**src/rtl/core/mwor_pkg.sv**
```systemverilog
// types, constants and helpers shared by the moving wall outlet reflection block
`timescale 1ns / 1ps
`default_nettype none
package mwor_pkg;

    localparam int SAT_W       = 56;
    localparam int MID_DEPTH   = 4;
    localparam int MID_PTR_W   = 2;
    localparam int OUT_DEPTH   = 8;
    localparam int OUT_PTR_W   = 3;
    localparam int BACK_STAGES = 5;

    typedef logic [2:0] cfg_index_t;

    localparam cfg_index_t CFG_VELOCITY_AXIS      = 3'd0;
    localparam cfg_index_t CFG_GRADIENT_AXIS      = 3'd1;
    localparam cfg_index_t CFG_VELOCITY_GRADIENT  = 3'd2;
    localparam cfg_index_t CFG_REFERENCE_VELOCITY = 3'd3;
    localparam cfg_index_t CFG_BAND_WIDTH         = 3'd4;
    localparam cfg_index_t CFG_DOMAIN_WIDTH       = 3'd5;

    localparam logic [1:0] AXIS_X = 2'd0;
    localparam logic [1:0] AXIS_Y = 2'd1;
    localparam logic [1:0] AXIS_Z = 2'd2;

    typedef struct packed {
        logic signed [31:0] pos_x;
        logic signed [31:0] pos_y;
        logic signed [31:0] pos_z;
        logic signed [31:0] vel_x;
        logic signed [31:0] vel_y;
        logic signed [31:0] vel_z;
        logic signed [15:0] norm_x;
        logic signed [15:0] norm_y;
        logic signed [15:0] norm_z;
        logic [15:0]        random_fraction;
    } in_item_t;

    typedef struct packed {
        logic signed [31:0] new_vel_x;
        logic signed [31:0] new_vel_y;
        logic signed [31:0] new_vel_z;
        logic               removed;
    } result_t;

    typedef struct packed {
        logic [1:0]         velocity_axis;
        logic [1:0]         gradient_axis;
        logic signed [31:0] velocity_gradient;
        logic signed [31:0] reference_velocity;
        logic [30:0]        band_width;
        logic [30:0]        domain_width;
    } cfg_t;

    typedef struct packed {
        logic               below;
        logic [32:0]        tsel;
        logic signed [31:0] vel_x;
        logic signed [31:0] vel_y;
        logic signed [31:0] vel_z;
        logic signed [15:0] norm_x;
        logic signed [15:0] norm_y;
        logic signed [15:0] norm_z;
        logic signed [15:0] nva;
        logic [15:0]        random_fraction;
    } mid_item_t;

    function automatic logic signed [31:0] sat32(input logic signed [SAT_W-1:0] v);
        logic signed [31:0] r;
        if ((&v[SAT_W-1:31]) || !(|v[SAT_W-1:31]))
        begin
            r = v[31:0];
        end
        else if (v[SAT_W-1])
        begin
            r = 32'sh8000_0000;
        end
        else
        begin
            r = 32'sh7fff_ffff;
        end
        return r;
    endfunction

endpackage
`default_nettype wire

```
**src/rtl/core/mwor_mid_fifo.sv**
```systemverilog
// short queue of classified beats between front and back
`timescale 1ns / 1ps
`default_nettype none
module mwor_mid_fifo (
    input  logic                clk,
    input  logic                rst_n,
    input  logic                push,
    input  mwor_pkg::mid_item_t wr_data,
    output logic                full,
    input  logic                pop,
    output logic                empty,
    output mwor_pkg::mid_item_t rd_data
);
    import mwor_pkg::*;

    mid_item_t            mem_reg [MID_DEPTH];
    logic [MID_PTR_W-1:0] wr_ptr_reg;
    logic [MID_PTR_W-1:0] wr_ptr_next;
    logic [MID_PTR_W-1:0] rd_ptr_reg;
    logic [MID_PTR_W-1:0] rd_ptr_next;
    logic [MID_PTR_W:0]   count_reg;
    logic [MID_PTR_W:0]   count_next;

    assign full    = count_reg == (MID_PTR_W+1)'(MID_DEPTH);
    assign empty   = count_reg == '0;
    assign rd_data = mem_reg[rd_ptr_reg];

    always_comb
    begin
        wr_ptr_next = push ? wr_ptr_reg + 1'b1 : wr_ptr_reg;
        rd_ptr_next = pop ? rd_ptr_reg + 1'b1 : rd_ptr_reg;
        count_next  = count_reg + (MID_PTR_W+1)'(push) - (MID_PTR_W+1)'(pop);
    end

    always_ff @(posedge clk or negedge rst_n)
    begin
        if (!rst_n)
        begin
            wr_ptr_reg <= '0;
            rd_ptr_reg <= '0;
            count_reg  <= '0;
        end
        else
        begin
            wr_ptr_reg <= wr_ptr_next;
            rd_ptr_reg <= rd_ptr_next;
            count_reg  <= count_next;
        end
    end

    always_ff @(posedge clk)
    begin
        if (push)
        begin
            mem_reg[wr_ptr_reg] <= wr_data;
        end
    end

endmodule
`default_nettype wire

```
**config.mk**
```make
export PLATFORM = sky130hd
export DESIGN_NAME = mwor_mid_fifo
export DESIGN_NICKNAME = d
export VERILOG_FILES = /design/src/rtl/core/mwor_pkg.sv /design/src/rtl/core/mwor_mid_fifo.sv
export SDC_FILE = /design/constraint.sdc
export NUM_CORES = 1
export LEC_CHECK = 0
export BUFFER_PORTS_ARGS = -buffer_cell sky130_fd_sc_hd__buf_2
export CAP_MARGIN = 20
export CORE_ASPECT_RATIO = 1.2
export CORE_MARGIN = 4
export CORE_UTILIZATION = 25
export CTS_CLUSTER_DIAMETER = 60
export DETAILED_ROUTE_END_ITERATION = 7
export SLEW_MARGIN = 20
export SYNTH_ARGS = -nofsm -noshare
export SYNTH_HDL_FRONTEND = slang
export SYNTH_SLANG_ARGS = --single-unit
export TNS_END_PERCENT = 100
```
**constraint.sdc**
```tcl
create_clock -name clk -period 6.35 [get_ports clk]
set_clock_uncertainty 0.1 [all_clocks]
set_input_delay 0.635 -clock clk [delete_from_list [all_inputs] [get_ports clk]]
set_output_delay 0.635 -clock clk [all_outputs]
set_load 0.1 [all_outputs]
```
==> out/metrics.yaml <==
outcome:
  outcome: "completed"
global_routing:
  grt_pass1_wl_um: 99900
  antenna_found_initial: 22
  grt_max_degree: 119
  grt_pass1_vias: 15800
  track_usage_pct: 10.3
  grt_overflow: 0
sta:
  tightest_slew_ps: 1120
  finalCriticalPeriod_ps: 3900
  period_share_pct: 61.5
  drv_slew: 0
  setup_violations: 0
  slew_headroom_pct: 25.1
  fmax_mhz: 256
  hold_violations: 0
  fin_tns_setup_ps: 0
  grt_setup_unrepaired: "no"
layout:
  nFillCells: 11500
  fin_util_pct: 32.4
  nets: 1993
  multi_input_area_um2: 4930
  drive_gt1_share_pct: 43.3
  area_growth_pct: 28.3
  largest_reg_flops: 840
  regArea_um2: 25400
route:
  drc: 0
  drt_iter0_markers: 838
  wl_per_cell_um: 19.0
  vias: 14100
  vias_per_cell: 4.05
  wl_um: 66300
  drtAntennaViolNets: 0
  drtPass1Iterations: 4
floorplan:
  start_util_pct: 25.2
  rows: 140
  io-pin-count: 426
  coreArea_um2: 122000
  die_x_um: 328
  fp.dieArea_um2: 129000
  die_h_um: 392
clock_network:
  cts-buffers-inserted: 90
  clk-insertion-delay-late_ps: 670
  post-cts-setup-buffers: 0
  cts_buffer_depth: 3
  cts-root-buf: "clkbuf_16"
  cts.clk_slew.worst_paths_ps: 60
  cts_sinks: 847
  htreeDepth: 3
  cts_tree: "built"
setup_path:
  cp.required_ps: 5610
  max_stage_delay_ps: 940
  end_kind: "output pin"
  path_class: "flop to output pin"
  crit_arrival_ps: 3170
  path_max_fanout: 62
  path_cells: "buf_12 > mux4_2 > buf_2"
  cpMaxStageDelayCell: "dfrtp_4"
  worst_setup_path_start_kind: "flop"
logic_synthesis:
  synth_area_um2: 30700
  ys_types: 19
  syn_avg_cell_area_um2: 27.2
  netlist_instances: 1131
  yosysSeqAreaShare_pct: 82.7
  synth_seq_cells: 847
  yosysWarnings: 0
  synth_nets: 1352
placement:
  place.gp.congestion: 0.710
  port_buffers: 425
  dp_hpwl_um: 41500
run:
  drv_cap: 0
worst_hold_path:
  hold_path.class: "input port to flop"
[synthesized netlist by cell type]
library cell	count	area share [%]
clkbuf_1	3	0.037
edfxtp_1	840	82
buf_8	1	0.049
o21ai_0	1	0.016
and3_1	1	0.020
nand2_1	2	0.024
nor3_1	1	0.016
dfrtp_1	7	0.57
and2_1	4	0.081
buf_6	20	0.73
xnor2_1	3	0.086
inv_1	6	0.073
buf_1	1	0.012
xor2_1	2	0.057
mux4_2	210	15
ha_1	6	0.24
fa_1	1	0.065
buf_4	1	0.024
buf_2	21	0.34
[per-layer routing]
layer	wire [um]	vias up	GRT usage, %	part of all wire [%]
li1	-	6236	-	-
met1	24700	7343	11.3	37
met2	34100	419	17.8	51
met3	5620	122	3.98	8.5
met4	1810	16	4.03	2.7
met5	108	-	0	0.16
[cell usage in the layout (no fill, tap or decap), types with 5 or more instances in the layout]
| cell type | Yosys | final |
|---|---|---|
| edfxtp_1 | 840 | 840 |
| clkinv_2 | 0 | 17 |
| inv_1 | 6 | 6 |
| buf_4 | 1 | 7 |
| diode_2 | 0 | 11 |
| clkinvlp_4 | 0 | 7 |
| clkinv_1 | 0 | 17 |
| mux4_2 | 210 | 210 |
| ha_1 | 6 | 6 |
| dlygate4sd3_1 | 0 | 152 |
| bufinv_16 | 0 | 9 |
| buf_2 | 21 | 425 |
| buf_12 | 0 | 12 |
| clkbuf_1 | 3 | 11 |
| clkbuf_16 | 0 | 92 |
| dfrtp_1 | 7 | 5 |
[cell type report]
cell class	count	share of cell area (%)
timing repair buffer	596	10.0
antenna	11	0.0699
tap	1633	5.19
clock buffer	103	5.95
multi-input combinational	231	12.5
clock inverter	64	1.73
inverter	6	0.0572
sequential	847	64.5
[what timing repair did]
action,CTS,global route
endpoints found under the hold margin,587,0
hold buffers,152,0
gates resized for setup,0,0
[through the flow]
step | cell area, um^2 | hold WS (ps) | std cells | setup slack, ps
final | 39400 | 83.5 | 3491 | 2450
after global routing | 39400 | 21.1 | 3483 | 2160
after CTS | 39400 | 0.0303 | 3480 | 2230
after detailed placement | 34800 | 376 | 3161 | 3040
after global placement | 34800 | 372 | 3161 | 3030
after floorplan | 30700 | 239 | 1131 | 259
[path summary, 6_finish.rpt]
path                                    start         endpoint  slack (ps)  cells past startpoint
worst max-delay path            rd_ptr_reg[0]      rd_data[37]        2450                      3
worst min-delay path             wr_data[176]  mem_reg[0][176]          80                      1
worst max register to register  wr_ptr_reg[0]  mem_reg[2][101]        4120                      4
worst min register to register  wr_ptr_reg[0]    wr_ptr_reg[0]         460                      1
max in group asynchronous               rst_n    rd_ptr_reg[1]        5730                      2
min in group asynchronous               rst_n    rd_ptr_reg[0]         250                      2
[logic make-up (layout without fill, tap and decap cells)]
kind of cell | count (synthesis) | in the layout | share of synthesized area, %
xor gates and xnor gates | 5 | 5 | 0.143
DFF | 847 | 847 | 82.7
AOI/OAI and AO/OA | 1 | 1 | 0.0163
adders and majority gates | 7 | 7 | 0.310
other | 0 | 11 | 0
muxes | 210 | 210 | 15.4
buffers and inverters | 53 | 769 | 1.27
and+or+nand+nor | 8 | 8 | 0.143
[worst max-delay path, delay by kind of cell, from the launching register on]
family	cells	cell delay, ps
buf+inv	2	760
mux	1	600
flops	1	940
Power is not shown: default switching activity piles up to over one toggle a cycle in this logic, so the estimate is an artifact.
