## src/rtl/core/mwor_pkg.sv

```systemverilog
// types, constants and helpers shared by the moving wall outlet reflection block
`timescale 1ns / 1ps
`default_nettype none
package mwor_pkg;

    localparam int SAT_W       = 56;
    localparam int MID_DEPTH   = 4;
    localparam int MID_PTR_W   = 2;
    localparam int OUT_DEPTH   = 8;
    localparam int OUT_PTR_W   = 3;
    localparam int BACK_STAGES = 5;

    typedef logic [2:0] cfg_index_t;

    localparam cfg_index_t CFG_VELOCITY_AXIS      = 3'd0;
    localparam cfg_index_t CFG_GRADIENT_AXIS      = 3'd1;
    localparam cfg_index_t CFG_VELOCITY_GRADIENT  = 3'd2;
    localparam cfg_index_t CFG_REFERENCE_VELOCITY = 3'd3;
    localparam cfg_index_t CFG_BAND_WIDTH         = 3'd4;
    localparam cfg_index_t CFG_DOMAIN_WIDTH       = 3'd5;

    localparam logic [1:0] AXIS_X = 2'd0;
    localparam logic [1:0] AXIS_Y = 2'd1;
    localparam logic [1:0] AXIS_Z = 2'd2;

    typedef struct packed {
        logic signed [31:0] pos_x;
        logic signed [31:0] pos_y;
        logic signed [31:0] pos_z;
        logic signed [31:0] vel_x;
        logic signed [31:0] vel_y;
        logic signed [31:0] vel_z;
        logic signed [15:0] norm_x;
        logic signed [15:0] norm_y;
        logic signed [15:0] norm_z;
        logic [15:0]        random_fraction;
    } in_item_t;

    typedef struct packed {
        logic signed [31:0] new_vel_x;
        logic signed [31:0] new_vel_y;
        logic signed [31:0] new_vel_z;
        logic               removed;
    } result_t;

    typedef struct packed {
        logic [1:0]         velocity_axis;
        logic [1:0]         gradient_axis;
        logic signed [31:0] velocity_gradient;
        logic signed [31:0] reference_velocity;
        logic [30:0]        band_width;
        logic [30:0]        domain_width;
    } cfg_t;

    typedef struct packed {
        logic               below;
        logic [32:0]        tsel;
        logic signed [31:0] vel_x;
        logic signed [31:0] vel_y;
        logic signed [31:0] vel_z;
        logic signed [15:0] norm_x;
        logic signed [15:0] norm_y;
        logic signed [15:0] norm_z;
        logic signed [15:0] nva;
        logic [15:0]        random_fraction;
    } mid_item_t;

    function automatic logic signed [31:0] sat32(input logic signed [SAT_W-1:0] v);
        logic signed [31:0] r;
        if ((&v[SAT_W-1:31]) || !(|v[SAT_W-1:31]))
        begin
            r = v[31:0];
        end
        else if (v[SAT_W-1])
        begin
            r = 32'sh8000_0000;
        end
        else
        begin
            r = 32'sh7fff_ffff;
        end
        return r;
    endfunction

endpackage
`default_nettype wire

```

## src/rtl/core/mwor_front.sv

```systemverilog
// front stage: accepts beats, picks the band region and wall multiplicand
`timescale 1ns / 1ps
`default_nettype none
module mwor_front (
    input  logic                clk,
    input  logic                rst_n,
    input  logic                push,
    output logic                full,
    input  mwor_pkg::in_item_t  item,
    input  mwor_pkg::cfg_t      cfg,
    output logic                mid_push,
    input  logic                mid_full,
    output mwor_pkg::mid_item_t mid_item
);
    import mwor_pkg::*;

    logic               valid_reg;
    logic               valid_next;
    mid_item_t          slot_reg;
    mid_item_t          slot_next;
    logic [31:0]        count_reg;
    logic [31:0]        count_next;
    logic               advance;
    logic               accept;
    logic signed [31:0] p;
    logic signed [33:0] p2;
    logic signed [33:0] lo;
    logic signed [33:0] hi;
    logic signed [33:0] t;
    logic               below;
    logic               above;

    assign advance  = !valid_reg || !mid_full;
    assign full     = !advance;
    assign accept   = push && advance;
    assign mid_push = valid_reg && !mid_full;
    assign mid_item = slot_reg;

    always_comb
    begin
        case (cfg.gradient_axis)
            AXIS_X:  p = item.pos_x;
            AXIS_Y:  p = item.pos_y;
            AXIS_Z:  p = item.pos_z;
            default: p = '0;
        endcase
        p2    = {p[31], p, 1'b0};
        lo    = $signed({3'b000, cfg.domain_width}) - $signed({3'b000, cfg.band_width});
        hi    = $signed({3'b000, cfg.domain_width}) + $signed({3'b000, cfg.band_width});
        t     = p2 - lo;
        below = p2 < lo;
        above = p2 > hi;

        slot_next.below = below;
        if (above)
        begin
            slot_next.tsel = {1'b0, cfg.band_width, 1'b0};
        end
        else if (below)
        begin
            slot_next.tsel = '0;
        end
        else
        begin
            slot_next.tsel = t[32:0];
        end
        slot_next.vel_x  = item.vel_x;
        slot_next.vel_y  = item.vel_y;
        slot_next.vel_z  = item.vel_z;
        slot_next.norm_x = item.norm_x;
        slot_next.norm_y = item.norm_y;
        slot_next.norm_z = item.norm_z;
        case (cfg.velocity_axis)
            AXIS_X:  slot_next.nva = item.norm_x;
            AXIS_Y:  slot_next.nva = item.norm_y;
            AXIS_Z:  slot_next.nva = item.norm_z;
            default: slot_next.nva = '0;
        endcase
        slot_next.random_fraction = item.random_fraction;

        valid_next = accept || (valid_reg && mid_full);
        count_next = accept ? count_reg + 32'd1 : count_reg;
    end

    // valid flag and collision count
    always_ff @(posedge clk or negedge rst_n)
    begin
        if (!rst_n)
        begin
            valid_reg <= 1'b0;
            count_reg <= '0;
        end
        else
        begin
            valid_reg <= valid_next;
            count_reg <= count_next;
        end
    end

    always_ff @(posedge clk)
    begin
        if (accept)
        begin
            slot_reg <= slot_next;
        end
    end

endmodule
`default_nettype wire

```

## config.mk

```make
export PLATFORM = sky130hd
export DESIGN_NAME = mwor_front
export DESIGN_NICKNAME = d
export VERILOG_FILES = /design/src/rtl/core/mwor_pkg.sv /design/src/rtl/core/mwor_front.sv
export SDC_FILE = /design/constraint.sdc
export NUM_CORES = 1
export LEC_CHECK = 0
export BUFFER_PORTS_ARGS = -buffer_cell sky130_fd_sc_hd__clkbuf_2
export CORE_AREA = 2 2 238 240
export DETAILED_ROUTE_END_ITERATION = 8
export DIE_AREA = 0 0 240 242
export PLACE_DENSITY = 0.44
export RECOVER_POWER = 25
export SLEW_MARGIN = 20
export SYNTH_ARGS = -nofsm -noshare
export SYNTH_HDL_FRONTEND = slang
export SYNTH_SLANG_ARGS = --single-unit
```

## constraint.sdc

```tcl
create_clock -name clk -period 9.71 [get_ports clk]
set_clock_uncertainty 0.05 [all_clocks]
set_input_delay 0.971 -clock clk [delete_from_list [all_inputs] [get_ports clk]]
set_output_delay 0.971 -clock clk [all_outputs]
set_load 0.05 [all_outputs]
```

==> metrics, run 1 <==
largest net degree at the start of global routing 84; crit end category flip-flop; total power 3.16 mW; clock sinks 211; DIE AREA 58100 sq um; number of flip-flops in the largest register 210; PostCTS Resize Cnt 0; final hold vios 0; gr ovfl total 0; total routed wirelength 51100 um; Multi-input gate area 6540 sq um; Initial Util 23.9%; RSZ-0062 raised after global routing no; Crit Reg-Reg Endpoint mid_item[147]; post-layout min period 6.69 ns; number of antenna violations at the first check in global routing 12; Fillers 5905; Mapped Area 13300 sq um; Reg area roughly 6300 sq um; H-tree depth 1; Final Util 31.3%; Clk Latency, worst-skew pair 0.51 ns; chip width 240 um; period utilization 68.9%; Total GRT Usage 16.9%; post-CTS setup repair buffer count 0; initial DRC count 408; EDFF count, synth 210; CP Data Arrival Time approximately 6.9 ns; layout cells sized above 1 between 30% and 40%; Total Neg Setup Slack 0 ns; synth unique cells 72; outcome completed; Setup crit end mid_item[207]; Leak Pwr 7.76 nW; Setup crit start kind input port; Synth Instances 1235; Final Setup Violations 0; Vias 11593; max-slew violation count 0; sequential element share of the synthesized area between 40% and 50%; slew margin rel. 27.6%; Clock Path Buffers 3; max-cap violations 0; # rows 87; path category of the worst min-delay check input port to async pin; residual DRC count 0; reg2reg path depth 4; Synth warnings 0; Clk pin slew, worst setup/hold paths 0.06 ns; port bufs 537; Required @ worst endpoint roughly 10 ns; DR pass1 iterations 4; first-pass GRT wire length 73500 um; number of CTS-inserted buffers 23; pwr dens 181 nW/um^2; hold_buf cts 0; commonest cells after routing, fill and taps aside clkbuf_2 (492), edfxtp_1 (210), ha_1 (125); Syn-to-layout area delta 30.9%; Synth Flop Type edfxtp_1; vias per cell 4.59; DR WL/cell slightly above 20 um; RePlAce Congestion between 0.8 and 0.9; Die H 242 um; Fmax achieved 0.150 GHz; Synth async-reset ratio less than 1%; CTS Root Cell clkbuf_16; Setup CP Type input port to flip-flop; Final #Nets 2275; Synth Register Bits about 210; most common cell after layout, fill and taps aside clkbuf_2; vias in the first global route 11719; Tightest Pin Transition 1.09 ns; core area 55700 sq um; antenna-violating nets left 0; CP startpoint cfg[40]; CP Max Fanout 57; Ports ~600; VDD IR max 98.6 uV; RR Startpoint valid_reg; CTS tree built; Synth Net Count around 1800; R2R setup slack 6.60 ns; DP HPWL 42600 um; Syn Area/Cell approximately 11 sq um
## worst max-delay path, cell delays in order
cell	delay (ns)
clkbuf_2	0.10
inv_1	0.04
ha_1	0.44
or3_1	0.48
or3_1	0.36
a211o_1	0.28
a31oi_1	0.31
o21ai_1	0.25
a31oi_1	0.46
a211o_1	0.28
a211o_1	0.15
o221ai_1	0.13
ha_1	0.33
nand4_1	0.11
nor3_1	0.31
and4_1	0.31
a211oi_1	0.12
a211oi_4	0.21
buf_4	0.56
nor2_1	0.39
a22o_1	0.28
## cells in the mapped netlist, drive strengths merged, types with 7 or more instances
master	n	area [sq um]
mux2i	48	480
nand2	112	420
a21oi	92	464
xnor2	49	429
nand4	12	75.1
a31oi	10	62.6
edfxtp	210	6310
clkbuf	36	145
ha	125	1560
o21bai	17	139
nand3	20	100
buf	14	101
a211oi	14	118
o21ai	90	450
nor3	26	130
a21o	34	255
and3	8	50.1
a22o	10	87.6
xor2	28	245
nor4	8	50.1
nand2b	16	100
o31ai	29	228
a211o	7	61.3
nor2	62	233
inv	66	248
nor2b	9	56.3
## power breakdown
part	internal [mW]	total [mW]	switching, mW
clock	0.458	0.820	0.362
sequential	1.11	1.13	0.0246
combinational	0.396	1.21	0.811
total	1.96	3.16	1.20
## cell families after synthesis
kind of cell               after synthesis  share of synthesized area (%)
AOI/OAI and AO/OA                      354                           17.4
and+or+nand+nor                        300                           10.6
DFF                                    211                           47.4
adders and majority gates              128                           12.2
buffers and inverters                  117                           3.73
xor gates and xnor gates                77                           5.05
muxes                                   48                           3.60
## final cells by class
class | instances | area share, %
multi-input combinational | 907 | 37.5
clock buffer | 25 | 3.34
sequential | 211 | 36.2
tap | 756 | 5.42
antenna | 1 | 0.0143
clock inverter | 14 | 0.573
inverter | 67 | 1.44
timing repair buffer | 547 | 15.5
## routing by layer
layer | vias up | routed length [um] | GRT usage, %
li1 | 5643 | - | -
met1 | 5482 | 19800 | 19.0
met2 | 378 | 26400 | 31.6
met3 | 68 | 3650 | 4.07
met4 | 22 | 1040 | 3.73
met5 | - | 148 | 0
## worst min-delay path by stage
stage | endpoint | start | cells past startpoint
finish | valid_reg | rst_n | 1
detailed placement | valid_reg | valid_reg | 2
floorplan | valid_reg | rst_n | 0
CTS | valid_reg | rst_n | 1
global route | valid_reg | rst_n | 1
global placement | valid_reg | valid_reg | 2
## per-stage QoR
stage,setup WS (ns),instances,instance area [sq um],hold slack [ns]
after global placement,2.53,2488,16800,0.656
after global routing,2.59,2527,17500,0.142
after floorplan,2.36,1235,13300,0.625
after detailed placement,2.48,2488,16800,0.655
after CTS,3.02,2527,17500,0.142
final,3.02,2528,17500,0.174
(Power assumes the default switching activity.)
==> run 2: changes to the inputs <==
--- a/config.mk
+++ b/config.mk
@@ -5,11 +5,12 @@
 export SDC_FILE = /design/constraint.sdc
 export NUM_CORES = 1
 export LEC_CHECK = 0
+export ABC_AREA = 1
 export BUFFER_PORTS_ARGS = -buffer_cell sky130_fd_sc_hd__clkbuf_2
-export CORE_AREA = 2 2 238 240
+export CORE_AREA = 2 2 235 237
 export DETAILED_ROUTE_END_ITERATION = 8
-export DIE_AREA = 0 0 240 242
-export PLACE_DENSITY = 0.44
+export DIE_AREA = 0 0 237 239
+export PLACE_DENSITY = 0.49
 export RECOVER_POWER = 25
 export SLEW_MARGIN = 20
 export SYNTH_ARGS = -nofsm -noshare
==> constraint.sdc (replaced) <==
create_clock -name clk -period 5.57 [get_ports clk]
set_clock_uncertainty 0.05 [all_clocks]
set_input_delay 0.557 -clock clk [delete_from_list [all_inputs] [get_ports clk]]
set_output_delay 0.557 -clock clk [all_outputs]
set_load 0.05 [all_outputs]
==> run 2 against run 1 <==
Sequential share of layout area shrank 3.4 points. Worst hold slack lost 0.0048 ns. Flip-flop and latch count stayed put.
==> metrics, run 2 <==
outcome completed; Synth Instances 1894 (+53%); number of antenna violations at the first check in global routing 2 (-10); slew margin rel. 38.4% (+11 points); Clock Path Buffers 3 (unchanged); clock sinks 211 (unchanged); first-pass GRT wire length 90700 um (+23%); Total GRT Usage 21.4% (+4.5 points); Die H 239 um (-1.2%); CP Data Arrival Time 4.50 ns (-2.40 ns); placed instance count 3100 (+25%); sequential element share of the synthesized area 42.0% (-5.4 points); post-synth top area share 41.8% (-5.4 points); crit-path cells clkbuf_2 > inv_1 > ha_1 > inv_1 > o21ai_0 > a31oi_1 > o21ai_0 > a21oi_1 > nand2_1 > xor2_1 > ha_1 > nand2_1 > nor2_1 > and2_1 > nand2_1 > nand2_1 > nand2_1 > nand2_1 > nand2_2 > inv_2 > buf_12 > nor2_1 > nand2_1 > nand2_1; post-CTS setup repair buffer count 0 (unchanged); Required @ worst endpoint 5.77 ns (-4.16 ns); Buf/Inv on CP 5 (+2); Crit path max-delay family simple AND/OR/NAND/NOR gates; port bufs 537 (unchanged); Synth Net Count 2412 (+38%); total routed wirelength 63100 um (+24%); Synth Flop Type edfxtp_1; RePlAce Congestion 0.928 (+11%); Crit-path slowest cell ha_1; crit end category flip-flop; core area 54300 sq um (-2.5%); residual DRC count 0 (unchanged); initial DRC count 943 (+130%); post-layout min period 4.30 ns; Clk pin slew, worst setup/hold paths 0.06 ns (about the same); most numerous cell in the Yosys netlist nand2_1; Tightest Pin Transition 0.924 ns (-0.161 ns); synth unique cells 43 (-40%); Syn-to-layout area delta 28.0%; most common cell after layout, fill and taps aside nand2_1; Total Neg Setup Slack 0 ns (unchanged); vias per cell 4.80 (+4.6%); Mapped Area 15100 sq um (+13%); Reg area 6330 sq um (unchanged); CP most frequent cell nand2_1; Post-synth top cells nand2_1 (513), inv_1 (269), edfxtp_1 (210); RSZ-0062 raised after global routing no; largest net degree at the start of global routing 140 (+67%); top cells by area, synth edfxtp_1 (42%), nand2_1 (13%), ha_1 (10%); # rows 86 (-1.1%); Setup CP Type input port to flip-flop; number of flip-flops in the largest register 210 (unchanged); number of CTS-inserted buffers 23 (unchanged); layout cells sized above 1 23.1% (-7.9 points); Synth async-reset ratio 0.474% (unchanged); max incr delay on CP 0.48 ns (-0.08 ns); CTS Root Cell clkbuf_16; commonest cells after routing, fill and taps aside nand2_1 (513), clkbuf_2 (496), inv_1 (269); VDD IR max 170 uV (+72%); DP HPWL 53300 um (+25%); pwr dens 306 nW/um^2 (+69%); gr ovfl total 0 (unchanged); Synth warnings 0 (unchanged); DIE AREA 56600 sq um (-2.5%); DR WL/cell 20.1 um (-0.58%); chip width 237 um (-1.3%); DR pass1 iterations 6 (+2); Synth Register Bits 211 (unchanged); path category of the worst min-delay check input port to flip-flop; Ports 602 (unchanged); Synth area leader edfxtp_1; period utilization 77.3%; Multi-input gate area 7470 sq um (+14%); Leak Pwr 9.67 nW (+25%); Final #Nets 2940 (+29%); CP Max Fanout 16 (-72%); Final Setup Violations 0 (unchanged); final hold vios 0 (unchanged); Fillers 5791 (-1.9%); Vias 15072 (+30%); Setup crit start kind input port; H-tree depth 1 (unchanged); Fmax achieved 0.232 GHz; CTS tree built; max-slew violation count 0 (unchanged); antenna-violating nets left 0 (unchanged); EDFF count, synth 210 (unchanged); vias in the first global route 14987 (+28%); post-route insts no fill 3143 (+24%); Initial Util 27.7% (+3.8 points); Clk Latency, worst-skew pair 0.51 ns (about the same); max-cap violations 0 (unchanged); Syn Area/Cell 7.96 sq um (-26%)
-- run 2: cell count changes after synthesis, moves of 16 or more --
| cell | change |
|---|---|
| nand3_1 | +164 |
| nor2_1 | +87 |
| o31ai_1 | -27 |
| a21o_1 | -30 |
| o211ai_1 | +18 |
| xnor2_1 | -31 |
| nand2_1 | +401 |
| o21ai_0 | -40 |
| a21oi_1 | +21 |
| nand4_1 | +39 |
| mux2i_1 | -48 |
| nand2b_1 | -16 |
| inv_1 | +203 |
-- run 2: routing by layer --
metal  GRT usage [%]  vias to the layer above  part of all wire [%]
met5               0                        -                 0.021
met4            8.52                        2                   4.1
met3            2.98                      104                   5.8
met2            39.7                      560                    50
met1            24.7                     7030                    40
li1                -                     7376                     -
-- run 2: cell type report --
| cell class | instances | area share (%) |
|---|---|---|
| Inverter | 273 | 5.31 |
| Clock inverter | 14 | 0.746 |
| Timing Repair Buffer | 558 | 14.8 |
| Tap cell | 704 | 4.57 |
| Clock buffer | 26 | 3.04 |
| Antenna cell | 2 | 0.0259 |
| Sequential cell | 211 | 32.8 |
| Multi-Input combinational cell | 1355 | 38.7 |
-- run 2: power by group --
part | total [mW] | switching, mW | internal, mW
clock | 1.52 | 0.628 | 0.894
combinational | 2.44 | 1.72 | 0.721
sequential | 1.95 | 0.0309 | 1.92
-- run 2: cells by family after synthesis --
group                      synth area share, %
AOI/OAI and AO/OA                         8.29
buffers and inverters                     8.48
DFF                                       42.0
and+or+nand+nor                           26.9
adders and majority gates                 10.8
xor gates and xnor gates                  3.54
-- run 2: what timing repair did --
| item | CTS | global route |
|---|---|---|
| hold buffers | 1 | 0 |
| endpoints found under the hold margin | 1 | 0 |
| gates resized for setup | 0 | 0 |
| endpoints found under the setup margin | 0 | 0 |
-- run 2: per-stage QoR --
| step | util, % | total power, mW | area (sq um) | setup WS, ns | hold slack, ns |
|---|---|---|---|---|---|
| after floorplan | - | 3.66 | 15100 | 1.08 | 0.211 |
| after global placement | 34.2 | 4.42 | 18600 | 0.832 | 0.284 |
| after detailed placement | 34.2 | 4.43 | 18600 | 0.827 | 0.283 |
| after CTS | 35.6 | 5.98 | 19300 | 1.37 | 0.135 |
| after global routing | 35.5 | 6.28 | 19300 | 0.992 | 0.134 |
| final | 35.5 | 5.91 | 19300 | 1.27 | 0.169 |
-- run 2: final timing paths --
kind	cells after the start	endpoint	slack [ns]	startpoint
setup / recovery	24	mid_item[192]	1.27	cfg[53]
hold / removal	1	mid_item[131]	0.17	item[115]
setup reg to reg	4	mid_item[92]	3.57	valid_reg
hold reg to reg	2	valid_reg	0.44	valid_reg
max in group asynchronous	2	valid_reg	5.07	rst_n
min in group asynchronous	2	valid_reg	0.31	rst_n
==> run 3: changes to the inputs <==
==> constraint.sdc (replaced) <==
create_clock -name clk -period 3.7 [get_ports clk]
set_clock_uncertainty 0.05 [all_clocks]
set_input_delay 0.37 -clock clk [delete_from_list [all_inputs] [get_ports clk]]
set_output_delay 0.37 -clock clk [all_outputs]
set_load 0.05 [all_outputs]
==> run 3 against run 2 <==
Global-route usage grew 2.2 points. Die area is the same. Cell area grew 24%. Cell count grew 16%. Non-clock buffer count grew 507. Worst hold slack lost 0.12 ns. Flip-flop and latch count is the same. Critical path depth shrank 2. Largest cell class unchanged. Highest routed layer unchanged.
==> metrics, run 3 (synthesis gave the netlist of run 2 again) <==
outcome completed; Leak Pwr 12.1 nW (+25%); CP most frequent cell nand2_1; max incr delay on CP 0.30 ns (-0.18 ns); post-route cell area 24000 sq um (+24%); core area 54300 sq um (unchanged); Syn-to-layout area delta 59.0%; residual DRC count 0 (unchanged); Total Neg Setup Slack 0 ns (unchanged); Setup CP Type input port to flip-flop; DR WL/cell 19.2 um (-4.2%); commonest cells after routing, fill and taps aside clkbuf_2 (496), nand2_1 (494), buf_4 (372); layout cells sized above 1 34.7% (+12 points); Clock Path Buffers 3 (unchanged); Die H 239 um (unchanged); antenna-violating nets left 0 (unchanged); Reg power frac 29.4% (-3.5 points); total routed wirelength 70200 um (+11%); RSZ-0062 raised after global routing yes; sw power 3.92 mW (+65%); number of CTS-inserted buffers 22 (-4.3%); dpl cell area 21300 sq um (+14%); sw frac 39.2% (-1.0 points); CP Max Fanout 8 (-8); max-slew violation count 0 (unchanged); H-tree depth 1 (unchanged); Setup crit start kind input port; Tightest Pin Transition 0.722 ns (-0.202 ns); Initial Util 27.7% (unchanged); VDD IR max 274 uV (+61%); CP Data Arrival Time 3.82 ns (-0.68 ns); clock share of power 22.8% (-2.9 points); crit-path cells clkbuf_2 > inv_1 > ha_1 > inv_1 > nand2_1 > o21ai_1 > a21oi_1 > buf_4 > or2_2 > nand4_1 > nand2_1 > ha_1 > nand2_1 > nor3_2 > nand3_2 > nor2_4 > nand3_2 > nand3_4 > nand3_4 > clkbuf_16 > nand2_1 > nand2_1; Crit-path slowest cell o21ai_1; CTS tree built; path category of the worst min-delay check input port to flip-flop; Final #Nets 3446 (+17%); Fmax achieved approximately 0.28 GHz; Internal Pwr Total 6.08 mW (+72%); number of antenna violations at the first check in global routing 2 (unchanged); Clk Latency, worst-skew pair 0.50 ns (about the same); Final Util 44.1% (+8.6 points); chip width 237 um (unchanged); largest net degree at the start of global routing 80 (-43%); vias per cell 4.66 (-2.7%); clock sinks 211 (unchanged); Ports 602 (unchanged); first-pass GRT wire length 101000 um (+11%); placed instance count 3451 (+11%); Total GRT Usage 23.6% (+2.2 points); DP HPWL 58000 um (+8.7%); crit end category flip-flop; DIE AREA 56600 sq um (unchanged); Required @ worst endpoint 3.92 ns (-1.85 ns); initial DRC count 829 (-12%); slew margin rel. 51.8% (+13 points); pwr dens 417 nW/um^2 (+36%); logic gate share of total power 47.8% (+6.5 points); DR pass1 iterations 6 (unchanged); period utilization 97.3%; final hold vios 0 (unchanged); number of flip-flops in the largest register 210 (unchanged); post-route insts no fill 3649 (+16%); port bufs 537 (unchanged); gr ovfl total 0 (unchanged); # rows 86 (unchanged); most common cell after layout, fill and taps aside clkbuf_2; Final Setup Violations 0 (unchanged); max-cap violations 0 (unchanged); CTS Root Cell clkbuf_16; RePlAce Congestion 0.950 (+2.3%); post-layout min period 3.60 ns; Vias 17018 (+13%); Clk pin slew, worst setup/hold paths 0.06 ns (about the same); vias in the first global route 17059 (+14%)
## run 3: cell types whose count changed in the layout (fill, tap and decap cells not counted), moves of 13 or more
| cell | before | now |
|---|---|---|
| o21ai_1 | 4 | 17 |
| buf_4 | 16 | 372 |
| a21oi_2 | 0 | 24 |
| nand2_2 | 3 | 22 |
| o21ai_0 | 46 | 31 |
| nor2_1 | 148 | 131 |
| a21oi_1 | 112 | 86 |
| nand2_1 | 513 | 494 |
| dlygate4sd3_1 | 1 | 146 |
| nor2_2 | 2 | 17 |
## run 3: worst paths after layout
kind                       slack, ns      start  depth (start not counted)             to
max                             0.10    cfg[45]                         22  mid_item[203]
max in group asynchronous       3.37      rst_n                          2      valid_reg
max reg2reg                     1.94  valid_reg                          4  mid_item[121]
min in group asynchronous       0.12      rst_n                          2      valid_reg
min reg2reg                     0.45  valid_reg                          2      valid_reg
min                             0.04       push                          3      valid_reg
## run 3: routing by layer
metal / routed length [um] / global-route usage [%] / part of all wire, %
met5: 13 / 0 / 0.019
met4: 2980 / 8.63 / 4.2
met3: 3340 / 2.45 / 4.8
met2: 35000 / 43.4 / 50
met1: 28800 / 28.3 / 41
## run 3: repair_timing
action	in CTS	in global routing
pin swaps	1	25
setup endpoints to repair	1	34
hold buffers	146	0
resized for setup	1	119
cloned	0	3
setup buffers	0	8
hold endpoints to repair	146	0
## run 3: stage by stage
| stage | hold slack, ns | total power, mW | setup WS [ns] |
|---|---|---|---|
| after CTS | 0.00137 | 9.88 | 0.00662 |
| final | 0.0444 | 10.0 | 0.100 |
| after detailed placement | 0.0990 | 7.42 | -0.534 |
| after floorplan | 0.0244 | 5.51 | -0.606 |
| after global routing | 0.0380 | 10.6 | -0.118 |
| after global placement | 0.0951 | 7.41 | -0.562 |
## run 3: area by class of cell
cell class	count	area (sq um)
fill	5496	30400
multi-input combinational	1355	7900
timing repair buffer	1065	7090
sequential	211	6330
inverter	273	1020
tap	704	881
clock buffer	25	583
clock inverter	14	153
antenna	2	5.00
## run 3: critical path: cells and delay by family
kind | cells | cell delay [ns]
buffers and inverters | 5 | 0.71
AO/OA/AOI/OAI | 2 | 0.44
AND/OR/NAND/NOR | 13 | 1.71
adder cells (fa/ha/maj) | 2 | 0.57
## run 3: power by group through the flow
| stage | clock network, mW | logic (mW) | registers, mW |
|---|---|---|---|
| global placement | 0 | 4.42 | 2.99 |
| floorplan | 0 | 1.90 | 3.61 |
| finish | 2.28 | 4.78 | 2.94 |
| global route | 2.44 | 5.20 | 2.96 |
| detailed placement | 0 | 4.43 | 2.99 |
| CTS | 2.36 | 4.58 | 2.94 |
